<file path="src/rtl/core/lebuf_pkg.sv">
// Package for the line edit buffer: key codes, sequencer states, store sizes.
// No dependencies; imported by line_edit_buffer.
`timescale 1ns / 1ps

package lebuf_pkg;

    localparam int STORE_DEPTH       = 64;
    localparam int ADDR_W            = 6;
    localparam int LEN_W             = 7;
    localparam int KEY_W             = 9;
    localparam int CHAR_W            = 8;
    localparam int LINE_CAPACITY_DEF = 64;

    localparam logic [KEY_W-1:0] KEY_ENTER  = 9'd10;
    localparam logic [KEY_W-1:0] KEY_ESCAPE = 9'd27;
    localparam logic [KEY_W-1:0] KEY_BKSP   = 9'd127;
    localparam logic [KEY_W-1:0] KEY_LEFT   = 9'd260;
    localparam logic [KEY_W-1:0] KEY_RIGHT  = 9'd261;
    localparam logic [KEY_W-1:0] KEY_HOME   = 9'd262;
    localparam logic [KEY_W-1:0] KEY_DELETE = 9'd330;
    localparam logic [KEY_W-1:0] KEY_END    = 9'd360;

    // Ignored keys: tab, up/down, function keys, insert and page keys.
    localparam logic [KEY_W-1:0] KEY_TAB    = 9'd9;
    localparam logic [KEY_W-1:0] KEY_DOWN   = 9'd258;
    localparam logic [KEY_W-1:0] KEY_UP     = 9'd259;
    localparam logic [KEY_W-1:0] KEY_F_LO   = 9'd265;
    localparam logic [KEY_W-1:0] KEY_F_HI   = 9'd276;
    localparam logic [KEY_W-1:0] KEY_INS    = 9'd331;
    localparam logic [KEY_W-1:0] KEY_PGDN   = 9'd338;
    localparam logic [KEY_W-1:0] KEY_PGUP   = 9'd339;

    typedef enum logic [2:0] {
        S_IDLE,
        S_DECODE,
        S_ROUTE,
        S_SHIFT,
        S_DRAIN,
        S_INSERT,
        S_EMIT
    } t_state;

    function automatic logic key_ignored(input logic [KEY_W-1:0] k);
        logic hit;
        hit = (k == KEY_TAB) || (k == KEY_DOWN) || (k == KEY_UP) ||
              ((k >= KEY_F_LO) && (k <= KEY_F_HI)) ||
              (k == KEY_INS) || (k == KEY_PGDN) || (k == KEY_PGUP);
        return hit;
    endfunction

endpackage

</file>
<file path="src/rtl/core/line_edit_buffer.sv">
// Line edit buffer top level: key decode, shift sequencer, line store, emitter.
// Depends on lebuf_pkg (key codes, state type, store sizes).
`timescale 1ns / 1ps
//
//  channel  | direction | handshake                 | payload
//  ---------+-----------+---------------------------+----------------------------------
//  key      | in        | start high, busy low      | i_key_code
//  result   | out       | o_strobe, one cycle each  | o_char_valid o_char_index
//           |           |                           | o_char_value o_line_length
//           |           |                           | o_cursor_position o_keep_focus
//           |           |                           | o_last_of_run
//
//  Steps: a key is decoded in DECODE and ROUTE, then an insert or remove moves one
//  character per cycle (up to 63), with one drain step after any move and one insert
//  step for a new character, then one character is emitted per cycle (at least one);
//  the next item can be accepted in the cycle that shows the last result.
//  The store's one read port sets the pace of a key, since every move and every
//  emitted character is one read through it.
//  Reset clears the length, the cursor and the sequencer; the store is not cleared.
//  Results are pushed out one per cycle and cannot be held off by the receiver.

module line_edit_buffer
    import lebuf_pkg::*;
#(
    parameter int LINE_CAPACITY = LINE_CAPACITY_DEF
) (
    input  logic                i_clk,
    input  logic                i_rst_n,
    input  logic                start,
    output logic                busy,
    input  logic [KEY_W-1:0]    i_key_code,
    output logic                o_strobe,
    output logic                o_char_valid,
    output logic [ADDR_W-1:0]   o_char_index,
    output logic [CHAR_W-1:0]   o_char_value,
    output logic [LEN_W-1:0]    o_line_length,
    output logic [LEN_W-1:0]    o_cursor_position,
    output logic                o_keep_focus,
    output logic                o_last_of_run
);

    localparam logic [LEN_W-1:0] CAP = LEN_W'(LINE_CAPACITY);

    // Sequencer and line state
    t_state              r_state, n_state;
    logic [KEY_W-1:0]    r_key, n_key;
    logic [LEN_W-1:0]    r_count, n_count;
    logic [LEN_W-1:0]    r_cursor, n_cursor;
    logic [ADDR_W-1:0]   r_idx, n_idx;       // read address of the shared port
    logic [ADDR_W-1:0]   r_stop, n_stop;     // last read address of a shift
    logic [ADDR_W-1:0]   r_pos, n_pos;       // insert position
    logic                r_dir_up, n_dir_up; // remove moves down-addressed
    logic                r_do_shift, n_do_shift;
    logic                r_do_ins, n_do_ins;

    // Pending write of a moved character, made in the cycle after its read
    logic                r_wr_pend, n_wr_pend;
    logic [ADDR_W-1:0]   r_wr_addr, n_wr_addr;

    // Result register
    logic                r_o_strobe, n_o_strobe;
    logic                r_o_char_valid, n_o_char_valid;
    logic [ADDR_W-1:0]   r_o_char_index, n_o_char_index;
    logic                r_o_last, n_o_last;

    // Line store with one read port and one write port
    logic [CHAR_W-1:0]   r_mem [STORE_DEPTH];
    logic [CHAR_W-1:0]   r_rd_data;
    logic                w_we;
    logic [ADDR_W-1:0]   w_waddr;
    logic [CHAR_W-1:0]   w_wdata;

    // Decode helpers
    logic [LEN_W-1:0]    w_cur_m1;
    logic [LEN_W-1:0]    w_cnt_m1;
    logic [LEN_W-1:0]    w_idx_p1;

    assign w_cur_m1 = r_cursor - LEN_W'(1);
    assign w_cnt_m1 = r_count - LEN_W'(1);
    assign w_idx_p1 = {1'b0, r_idx} + LEN_W'(1);

    // Store port: moved characters write from the pending slot, the new key in INSERT
    assign w_we    = r_wr_pend || (r_state == S_INSERT);
    assign w_waddr = (r_state == S_INSERT) ? r_pos : r_wr_addr;
    assign w_wdata = (r_state == S_INSERT) ? r_key[CHAR_W-1:0] : r_rd_data;

    always_ff @(posedge i_clk) begin
        if (w_we) begin
            r_mem[w_waddr] <= w_wdata;
        end
    end

    always_ff @(posedge i_clk) begin
        r_rd_data <= r_mem[r_idx];
    end

    // Next state
    always_comb begin
        n_state = r_state;
        unique case (r_state)
            S_IDLE: begin
                if (start) begin
                    n_state = S_DECODE;
                end
            end
            S_DECODE: begin
                n_state = S_ROUTE;
            end
            S_ROUTE: begin
                priority if (r_do_shift) begin
                    n_state = S_SHIFT;
                end else if (r_do_ins) begin
                    n_state = S_INSERT;
                end else begin
                    n_state = S_EMIT;
                end
            end
            S_SHIFT: begin
                if (r_idx == r_stop) begin
                    n_state = S_DRAIN;
                end
            end
            S_DRAIN: begin
                n_state = r_do_ins ? S_INSERT : S_EMIT;
            end
            S_INSERT: begin
                n_state = S_EMIT;
            end
            S_EMIT: begin
                if ((r_count == '0) || (w_idx_p1 == r_count)) begin
                    n_state = S_IDLE;
                end
            end
            default: begin
                n_state = S_IDLE;
            end
        endcase
    end

    // Datapath and result outputs
    always_comb begin
        n_key          = r_key;
        n_count        = r_count;
        n_cursor       = r_cursor;
        n_idx          = r_idx;
        n_stop         = r_stop;
        n_pos          = r_pos;
        n_dir_up       = r_dir_up;
        n_do_shift     = r_do_shift;
        n_do_ins       = r_do_ins;
        n_wr_pend      = 1'b0;
        n_wr_addr      = r_wr_addr;
        n_o_strobe     = 1'b0;
        n_o_char_valid = r_o_char_valid;
        n_o_char_index = r_o_char_index;
        n_o_last       = r_o_last;

        unique case (r_state)
            S_IDLE: begin
                if (start) begin
                    n_key = i_key_code;
                end
            end
            S_DECODE: begin
                n_do_shift = 1'b0;
                n_do_ins   = 1'b0;
                n_idx      = '0;
                priority if ((r_key == KEY_ENTER) || (r_key == KEY_ESCAPE)) begin
                    n_count  = '0;
                    n_cursor = '0;
                end else if (r_key == KEY_BKSP) begin
                    // Remove the character before the cursor: pull the tail down
                    if (r_cursor != '0) begin
                        n_cursor   = w_cur_m1;
                        n_count    = w_cnt_m1;
                        n_dir_up   = 1'b1;
                        n_idx      = r_cursor[ADDR_W-1:0];
                        n_stop     = w_cnt_m1[ADDR_W-1:0];
                        n_do_shift = (r_cursor != r_count);
                    end
                end else if (r_key == KEY_LEFT) begin
                    if (r_cursor != '0) begin
                        n_cursor = w_cur_m1;
                    end
                end else if (r_key == KEY_RIGHT) begin
                    if (r_cursor < r_count) begin
                        n_cursor = r_cursor + LEN_W'(1);
                    end
                end else if (r_key == KEY_HOME) begin
                    n_cursor = '0;
                end else if (r_key == KEY_DELETE) begin
                    // Remove the character at the cursor
                    if (r_cursor < r_count) begin
                        n_count    = w_cnt_m1;
                        n_dir_up   = 1'b1;
                        n_idx      = w_cur_m1[ADDR_W-1:0] + ADDR_W'(2);
                        n_stop     = w_cnt_m1[ADDR_W-1:0];
                        n_do_shift = (r_cursor != w_cnt_m1);
                    end
                end else if (r_key == KEY_END) begin
                    n_cursor = r_count;
                end else if (!key_ignored(r_key) && (r_count < CAP)) begin
                    // Insert at the cursor: push the tail up, highest first
                    n_count    = r_count + LEN_W'(1);
                    n_cursor   = r_cursor + LEN_W'(1);
                    n_pos      = r_cursor[ADDR_W-1:0];
                    n_dir_up   = 1'b0;
                    n_idx      = w_cnt_m1[ADDR_W-1:0];
                    n_stop     = r_cursor[ADDR_W-1:0];
                    n_do_shift = (r_cursor != r_count);
                    n_do_ins   = 1'b1;
                end else begin
                    n_count = r_count;
                end
            end
            S_ROUTE: begin
                if (!r_do_shift) begin
                    n_idx = '0;
                end
            end
            S_SHIFT: begin
                // Read one character now; its write lands next cycle
                n_wr_pend = 1'b1;
                n_wr_addr = r_dir_up ? (r_idx - ADDR_W'(1)) : (r_idx + ADDR_W'(1));
                if (r_idx == r_stop) begin
                    n_idx = '0;
                end else begin
                    n_idx = r_dir_up ? (r_idx + ADDR_W'(1)) : (r_idx - ADDR_W'(1));
                end
            end
            S_DRAIN: begin
                n_idx = '0;
            end
            S_INSERT: begin
                n_idx = '0;
            end
            S_EMIT: begin
                n_o_strobe = 1'b1;
                if (r_count == '0) begin
                    n_o_char_valid = 1'b0;
                    n_o_char_index = '0;
                    n_o_last       = 1'b1;
                end else begin
                    n_o_char_valid = 1'b1;
                    n_o_char_index = r_idx;
                    n_o_last       = (w_idx_p1 == r_count);
                    n_idx          = r_idx + ADDR_W'(1);
                end
            end
            default: begin
                n_idx = r_idx;
            end
        endcase
    end

    always_ff @(posedge i_clk) begin
        if (!i_rst_n) begin
            r_state    <= S_IDLE;
            r_count    <= '0;
            r_cursor   <= '0;
            r_wr_pend  <= 1'b0;
            r_o_strobe <= 1'b0;
            r_do_shift <= 1'b0;
            r_do_ins   <= 1'b0;
        end else begin
            r_state    <= n_state;
            r_count    <= n_count;
            r_cursor   <= n_cursor;
            r_wr_pend  <= n_wr_pend;
            r_o_strobe <= n_o_strobe;
            r_do_shift <= n_do_shift;
            r_do_ins   <= n_do_ins;
        end
    end

    always_ff @(posedge i_clk) begin
        r_key          <= n_key;
        r_idx          <= n_idx;
        r_stop         <= n_stop;
        r_pos          <= n_pos;
        r_dir_up       <= n_dir_up;
        r_wr_addr      <= n_wr_addr;
        r_o_char_valid <= n_o_char_valid;
        r_o_char_index <= n_o_char_index;
        r_o_last       <= n_o_last;
    end

    // Ports: the emitted character comes straight from the registered store read
    assign busy              = (r_state != S_IDLE);
    assign o_strobe          = r_o_strobe;
    assign o_char_valid      = r_o_char_valid;
    assign o_char_index      = r_o_char_valid ? r_o_char_index : '0;
    assign o_char_value      = r_o_char_valid ? r_rd_data : '0;
    assign o_line_length     = r_count;
    assign o_cursor_position = r_cursor;
    assign o_keep_focus      = (r_count != '0);
    assign o_last_of_run     = r_o_last;

    // Checks
    a_cursor_in_line: assert property (@(posedge i_clk) disable iff (!i_rst_n)
        r_cursor <= r_count)
        else $error("cursor beyond line length");

    a_count_in_cap: assert property (@(posedge i_clk) disable iff (!i_rst_n)
        r_count <= CAP)
        else $error("line length beyond capacity");

    a_one_write: assert property (@(posedge i_clk) disable iff (!i_rst_n)
        !(r_wr_pend && (r_state == S_INSERT)))
        else $error("moved character and new key write in the same cycle");

    a_run_gap: assert property (@(posedge i_clk) disable iff (!i_rst_n)
        (r_o_strobe && r_o_last) |=> !r_o_strobe)
        else $error("result right after the last of a run");

    a_emit_idle_no_pend: assert property (@(posedge i_clk) disable iff (!i_rst_n)
        (r_state == S_EMIT) |-> !r_wr_pend)
        else $error("store write still pending while emitting");

endmodule

</file>
<file path="config.mk">
export PLATFORM = sky130hd
export DESIGN_NAME = line_edit_buffer
export DESIGN_NICKNAME = d
export VERILOG_FILES = /design/src/rtl/core/lebuf_pkg.sv /design/src/rtl/core/line_edit_buffer.sv
export SDC_FILE = /design/constraint.sdc
export NUM_CORES = 1
export LEC_CHECK = 0
export ABC_CLOCK_PERIOD_IN_PS = 8740
export BUFFER_PORTS_ARGS = -buffer_cell sky130_fd_sc_hd__buf_4
export CAP_MARGIN = 20
export CORE_MARGIN = 2
export CORE_UTILIZATION = 59
export CTS_CLUSTER_DIAMETER = 80
export DETAILED_ROUTE_END_ITERATION = 6
export HOLD_SLACK_MARGIN = 0.06
export PLACE_DENSITY = 0.75
export SYNTH_ARGS = -nofsm -noshare
export SYNTH_HDL_FRONTEND = slang
export SYNTH_SLANG_ARGS = --single-unit
export TNS_END_PERCENT = 10
</file>
<file path="constraint.sdc">
create_clock -name i_clk -period 8.74 [get_ports i_clk]
set_input_delay 1.748 -clock i_clk [delete_from_list [all_inputs] [get_ports i_clk]]
set_output_delay 1.748 -clock i_clk [all_outputs]
set_load 0.02 [all_outputs]
</file>
# Word level (Yosys, flattened, before mapping)

Memory sizes are Yosys's and may differ from the RTL's. A register that Yosys moved wholly into a read port is not among the register bits.
Cells that the tools add are included.
Widths: inputs -> output; s select.

Memories: 1
Memory bits (writable): 512
Word-level logic and storage cells: 195
Output and inout bits: 33
Register bits after elaboration: 63

Memory list:

| memory | words | width | read ports | clocked after memory_dff | wr ports | line                   | RTL |
|---|---|---|---|---|---|---|---|
| r_mem  | 64    | 8     | 1          | 1                        | 1        | line_edit_buffer.sv:67 | `logic [CHAR_W-1:0] r_mem [STORE_DEPTH];` |

Multiplexer cells: 87
Eq/ne operators: 43
Bitwise operators: 7
$add $sub $neg: 8
Reduce and logical (&&, ||, !) cells: 29
Order comparisons: 4

Operators with widths:

| cell                | number |
|---|---|
| $mux 6              | 26 |
| $mux 7              | 20 |
| $eq 9x9->1 const B  | 10 |
| $mux 1              | 32 |
| $pmux 6 s5          | 1 |
| $pmux 3 s7          | 1 |
| $reduce_bool 7->1   | 3 |
| $eq 9x4->1 const B  | 2 |
| $reduce_and 9->1    | 2 |
| $mux 8              | 2 |
| $ne 2x2->1 const B  | 8 |
| $ne 3x3->1 const B  | 5 |
| $add 7x1->7 const B | 2 |
| $ne 7x7->1          | 2 |
| $sub 7x1->7 const B | 2 |
| $mux 3              | 4 |
| $eq 3x3->1 const B  | 3 |
| $eq 9x5->1 const B  | 1 |
| $eq 9x7->1 const B  | 1 |
| $ge 9x9->1 const B  | 1 |
| $le 9x9->1 const B  | 1 |
| $logic_or 1x1->1    | 9 |
| $ne 4x4->1 const B  | 2 |
| $reduce_and 8->1    | 1 |
| 27 further kinds    | 37 |

# Depth between registers and ports, before layout

Word-level depth: 18
Mapped depth: 10
Mapped depth without buffers: 9

# Worst setup path after synthesis

No wires, ideal clock.

Kind: flip-flop to flip-flop
Start: register r_state[0]
End: memory r_mem[0][2] (data pin)
Buffers on the path: 4
Stages on the path, launching flop included: 8
Setup time: 0.702 ns
Arrival time: 4.110 ns
Clock period less this slack: 4.812 ns
Setup slack: 3.928 ns
Path through: dfxtp_1 > clkbuf_1 > nor2b_1 > nand2_1 > clkbuf_1 > clkbuf_1 > clkbuf_1 > o21ai_0

Cells in the longest elaborated chain, start to end: 2

RTL lines:

| element                  | line                    | RTL |
|---|---|---|
| start: declaration       | line_edit_buffer.sv:45  | `t_state r_state, n_state;` |
| start signal: assignment | line_edit_buffer.sv:266 | `r_state <= n_state;` |
| $eq 3x3->1               | line_edit_buffer.sv:85  | `assign w_wdata = (r_state == S_INSERT) ? r_key[CHAR_W-1:0] : r_rd_data;` |
| $mux 8                   | line_edit_buffer.sv:85  |  |
| net w_wdata[2]           | line_edit_buffer.sv:71  | `logic [CHAR_W-1:0] w_wdata;` |
| end: declaration         | line_edit_buffer.sv:67  |  |

The timed path passes the listed nets, and every way through them passes these cells.

# Worst setup path in the final report

Start: register r_count[0] (netlist: o_line_length[0])
End: output port o_keep_focus

Cells in the longest elaborated chain, start to end: 1

RTL lines:

| element                  | line                    | RTL |
|---|---|---|
| start: declaration       | line_edit_buffer.sv:47  | `logic [LEN_W-1:0] r_count, n_count;` |
| start signal: assignment | line_edit_buffer.sv:267 | `r_count <= n_count;` |
| $reduce_bool 7->1        | line_edit_buffer.sv:296 | `assign o_keep_focus = (r_count != '0);` |
| end: declaration         | line_edit_buffer.sv:38  | `output logic o_keep_focus,` |

No other way between the ends.

==> metrics.cfg <==
[power_and_ir_drop]
p_per_area_mw_per_mm2=304
irDropWorstVdd_mv=0.179
total_power_w=0.00835
cellLeakagePower_nw=8.87

[sta]
tightest_slew_ns=1.20
skew_ns=0.0163
fin_crit_sh=0.456
relSlewSlack=0.197
setup_tns_ns=0
slew_viol_final=0
rsz0062_at_grt=false
finalCriticalPeriod_ns=3.98
finalSetupViolations=0
holdWs_ns=0.611
fin_ws_ns=4.76
hold_viol=0
fmax_ghz=0.251

[floorplanning]
die_x_um=208
initial_core_util=0.599
coreArea_mm2=0.0409
die_y_um=208
die_area_mm2=0.0432
rows=74
io_pins=45

[synth]
postSynthCellCount=1350
synth_area_mm2=0.0245
yosys-top-cells-count=554 x edfxtp_1, 168 x mux4_2, 94 x nor2_1
synth_edf_count=554
yosys.cell_count.top_type=edfxtp_1
synth_flop_cell=edfxtp_1
ys_warn_count=0
ys_ff_latch=583
syn_nets=1379
async_reset_ff_frac=0
synth_top_cell_by_area=edfxtp_1
avgSynthCellArea_um2=18.2
synth_top_area_share=0.678
synth.area.top_cells=edfxtp_1 68%, mux4_2 15%, dfxtp_1 2.4%
netlist-cell-type-count=65
yosysSeqAreaShare=0.702

[clock_network]
cts-resized-gates=0
cts_hold_buf=0
ctsHtreeMaxLevel=2
cts_made_buffers=58
root_buffer=clkbuf_16
cts_tree=built
clk_pin_slew_worst_paths_ns=0.05
clock_latency_ns=0.62
cts_buffer_depth=3
cts_setup_buffers=0
cts.sinks=583

[detailed_routing]
drtAntennaViolNets=0
drc=0
vias_per_cell=6.60
routed_wirelength_mm=55.9
detail_route.iter0.violations=1679
avgRoutedWirePerCell_um=28.3
vias=13065
drt_pass1_iterations=6

[min_path]
hp-class=flip-flop to flip-flop

[critical_path]
startpoint=o_line_length[0]
cp.arrival_ns=2.24
worst_ep_required_time_ns=6.99
rr_worst_depth=5
r2r_end=r_rd_data[0]
worstPathMaxFanout=11
cp-endpoint=o_keep_focus
r2r_setup_slack_ns=5.14
critPathLaunchType=flip-flop
path_class=flip-flop to output port
endpoint_kind=output port
reg2reg_from=r_idx[1]

[flow_run]
cap_violations=0

[placement]
dpl_worst_slack_ns=4.85
gp_congestion=0.883
dp.cells=1861
post-dp-hpwl_mm=33.2
port-buffer-count=44

[global_routing]
busiest_layer=met2
grt_max_degree=70
met3_usage=0.0534
antenna_found_initial=1
overflow=0
grt_util_met2=0.433
grt_pass1_wl_mm=84.3
use_met1=0.373
grt_use_total=0.265
first_global_vias=12931

[final_layout]
drive_above_1_share=0.243
syn_to_final_growth_pct=11.8
stdcell_count=1980
fin_nets=1428

[status]
outcome=finished clean

## metrics by stage
step           utilization  area (um2)
4_1_cts              0.666       27200
3_3_place_gp         0.618       25300
5_1_grt              0.670       27400
2_1_floorplan            -       24500
3_5_place_dp         0.618       25300
6_report             0.670       27400
## power by group
part / internal (W) / switching, W / total [W]
clock network: 0.00146 / 0.00109 / 0.00255
logic: 0.000925 / 0.00122 / 0.00215
registers: 0.00353 / 0.000128 / 0.00365
## critical path, cell delays in order, from the launching register on
cell,delay (ns)
dfxtp_1,0.61
inv_1,0.16
ha_1,0.23
nand4_1,0.39
buf_4,0.23
## routing by layer
layer / vias up / part of all wire
met4: 0 / 0.020
met5: - / 0
met1: 6759 / 0.39
met3: 83 / 0.093
li1: 5515 / -
met2: 708 / 0.50
## flip-flops by register name (all words and copies together), names as in the netlist
register           cells
r_dir_up               1
r_state                3
o_last_of_run          1
r_pos                  6
r_wr_pend              1
r_mem                512
o_cursor_position      7
r_o_char_index         6
r_rd_data              8
r_wr_addr              6
o_strobe               1
o_char_valid           1
r_key                  9
o_line_length          7
r_do_ins               1
r_do_shift             1
r_idx                  6
r_stop                 6
## kinds of logic after synthesis
family	share of synthesized area
DFF	0.702
and+or+nand+nor	0.0578
muxes	0.163
AOI/OAI and AO/OA	0.0322
buffers and inverters	0.0182
xor gates and xnor gates	0.0179
adders and majority gates	0.00867
## final cells by class
class | count | area, um2
sequential | 583 | 17200
fill | 2565 | 13500
multi-input combinational | 665 | 6900
clock buffer | 63 | 1470
tap | 532 | 666
timing repair buffer | 67 | 609
clock inverter | 45 | 477
inverter | 24 | 90.1
antenna | 1 | 2.50
## cell usage in the layout (no fill, tap or decap), drive strengths merged, types with 17 or more instances in the layout
cell	count
o21ai	37
buf	67
ha	17
dfxtp	29
edfxtp	554
xnor2	30
nand2	69
inv	28
clkbuf	63
xor2	20
and2	24
nand3	27
mux4	168
nor2	94
clkinv	29
a21oi	21
## how the worst min path moves through the flow
stage                         startpoint              endpoint  slack (ns)  depth (start not counted)
floorplan                     r_do_shift            r_do_shift        0.56                          3
global placement    o_cursor_position[6]  o_cursor_position[6]        0.59                          2
detailed placement  o_cursor_position[6]  o_cursor_position[6]        0.61                          2
CTS                     o_line_length[1]      o_line_length[1]        0.62                          2
global route            o_line_length[5]      o_line_length[5]        0.65                          2
finish                  o_line_length[1]      o_line_length[1]        0.61                          2
Note: power is estimated with default switching activity, not from simulation.
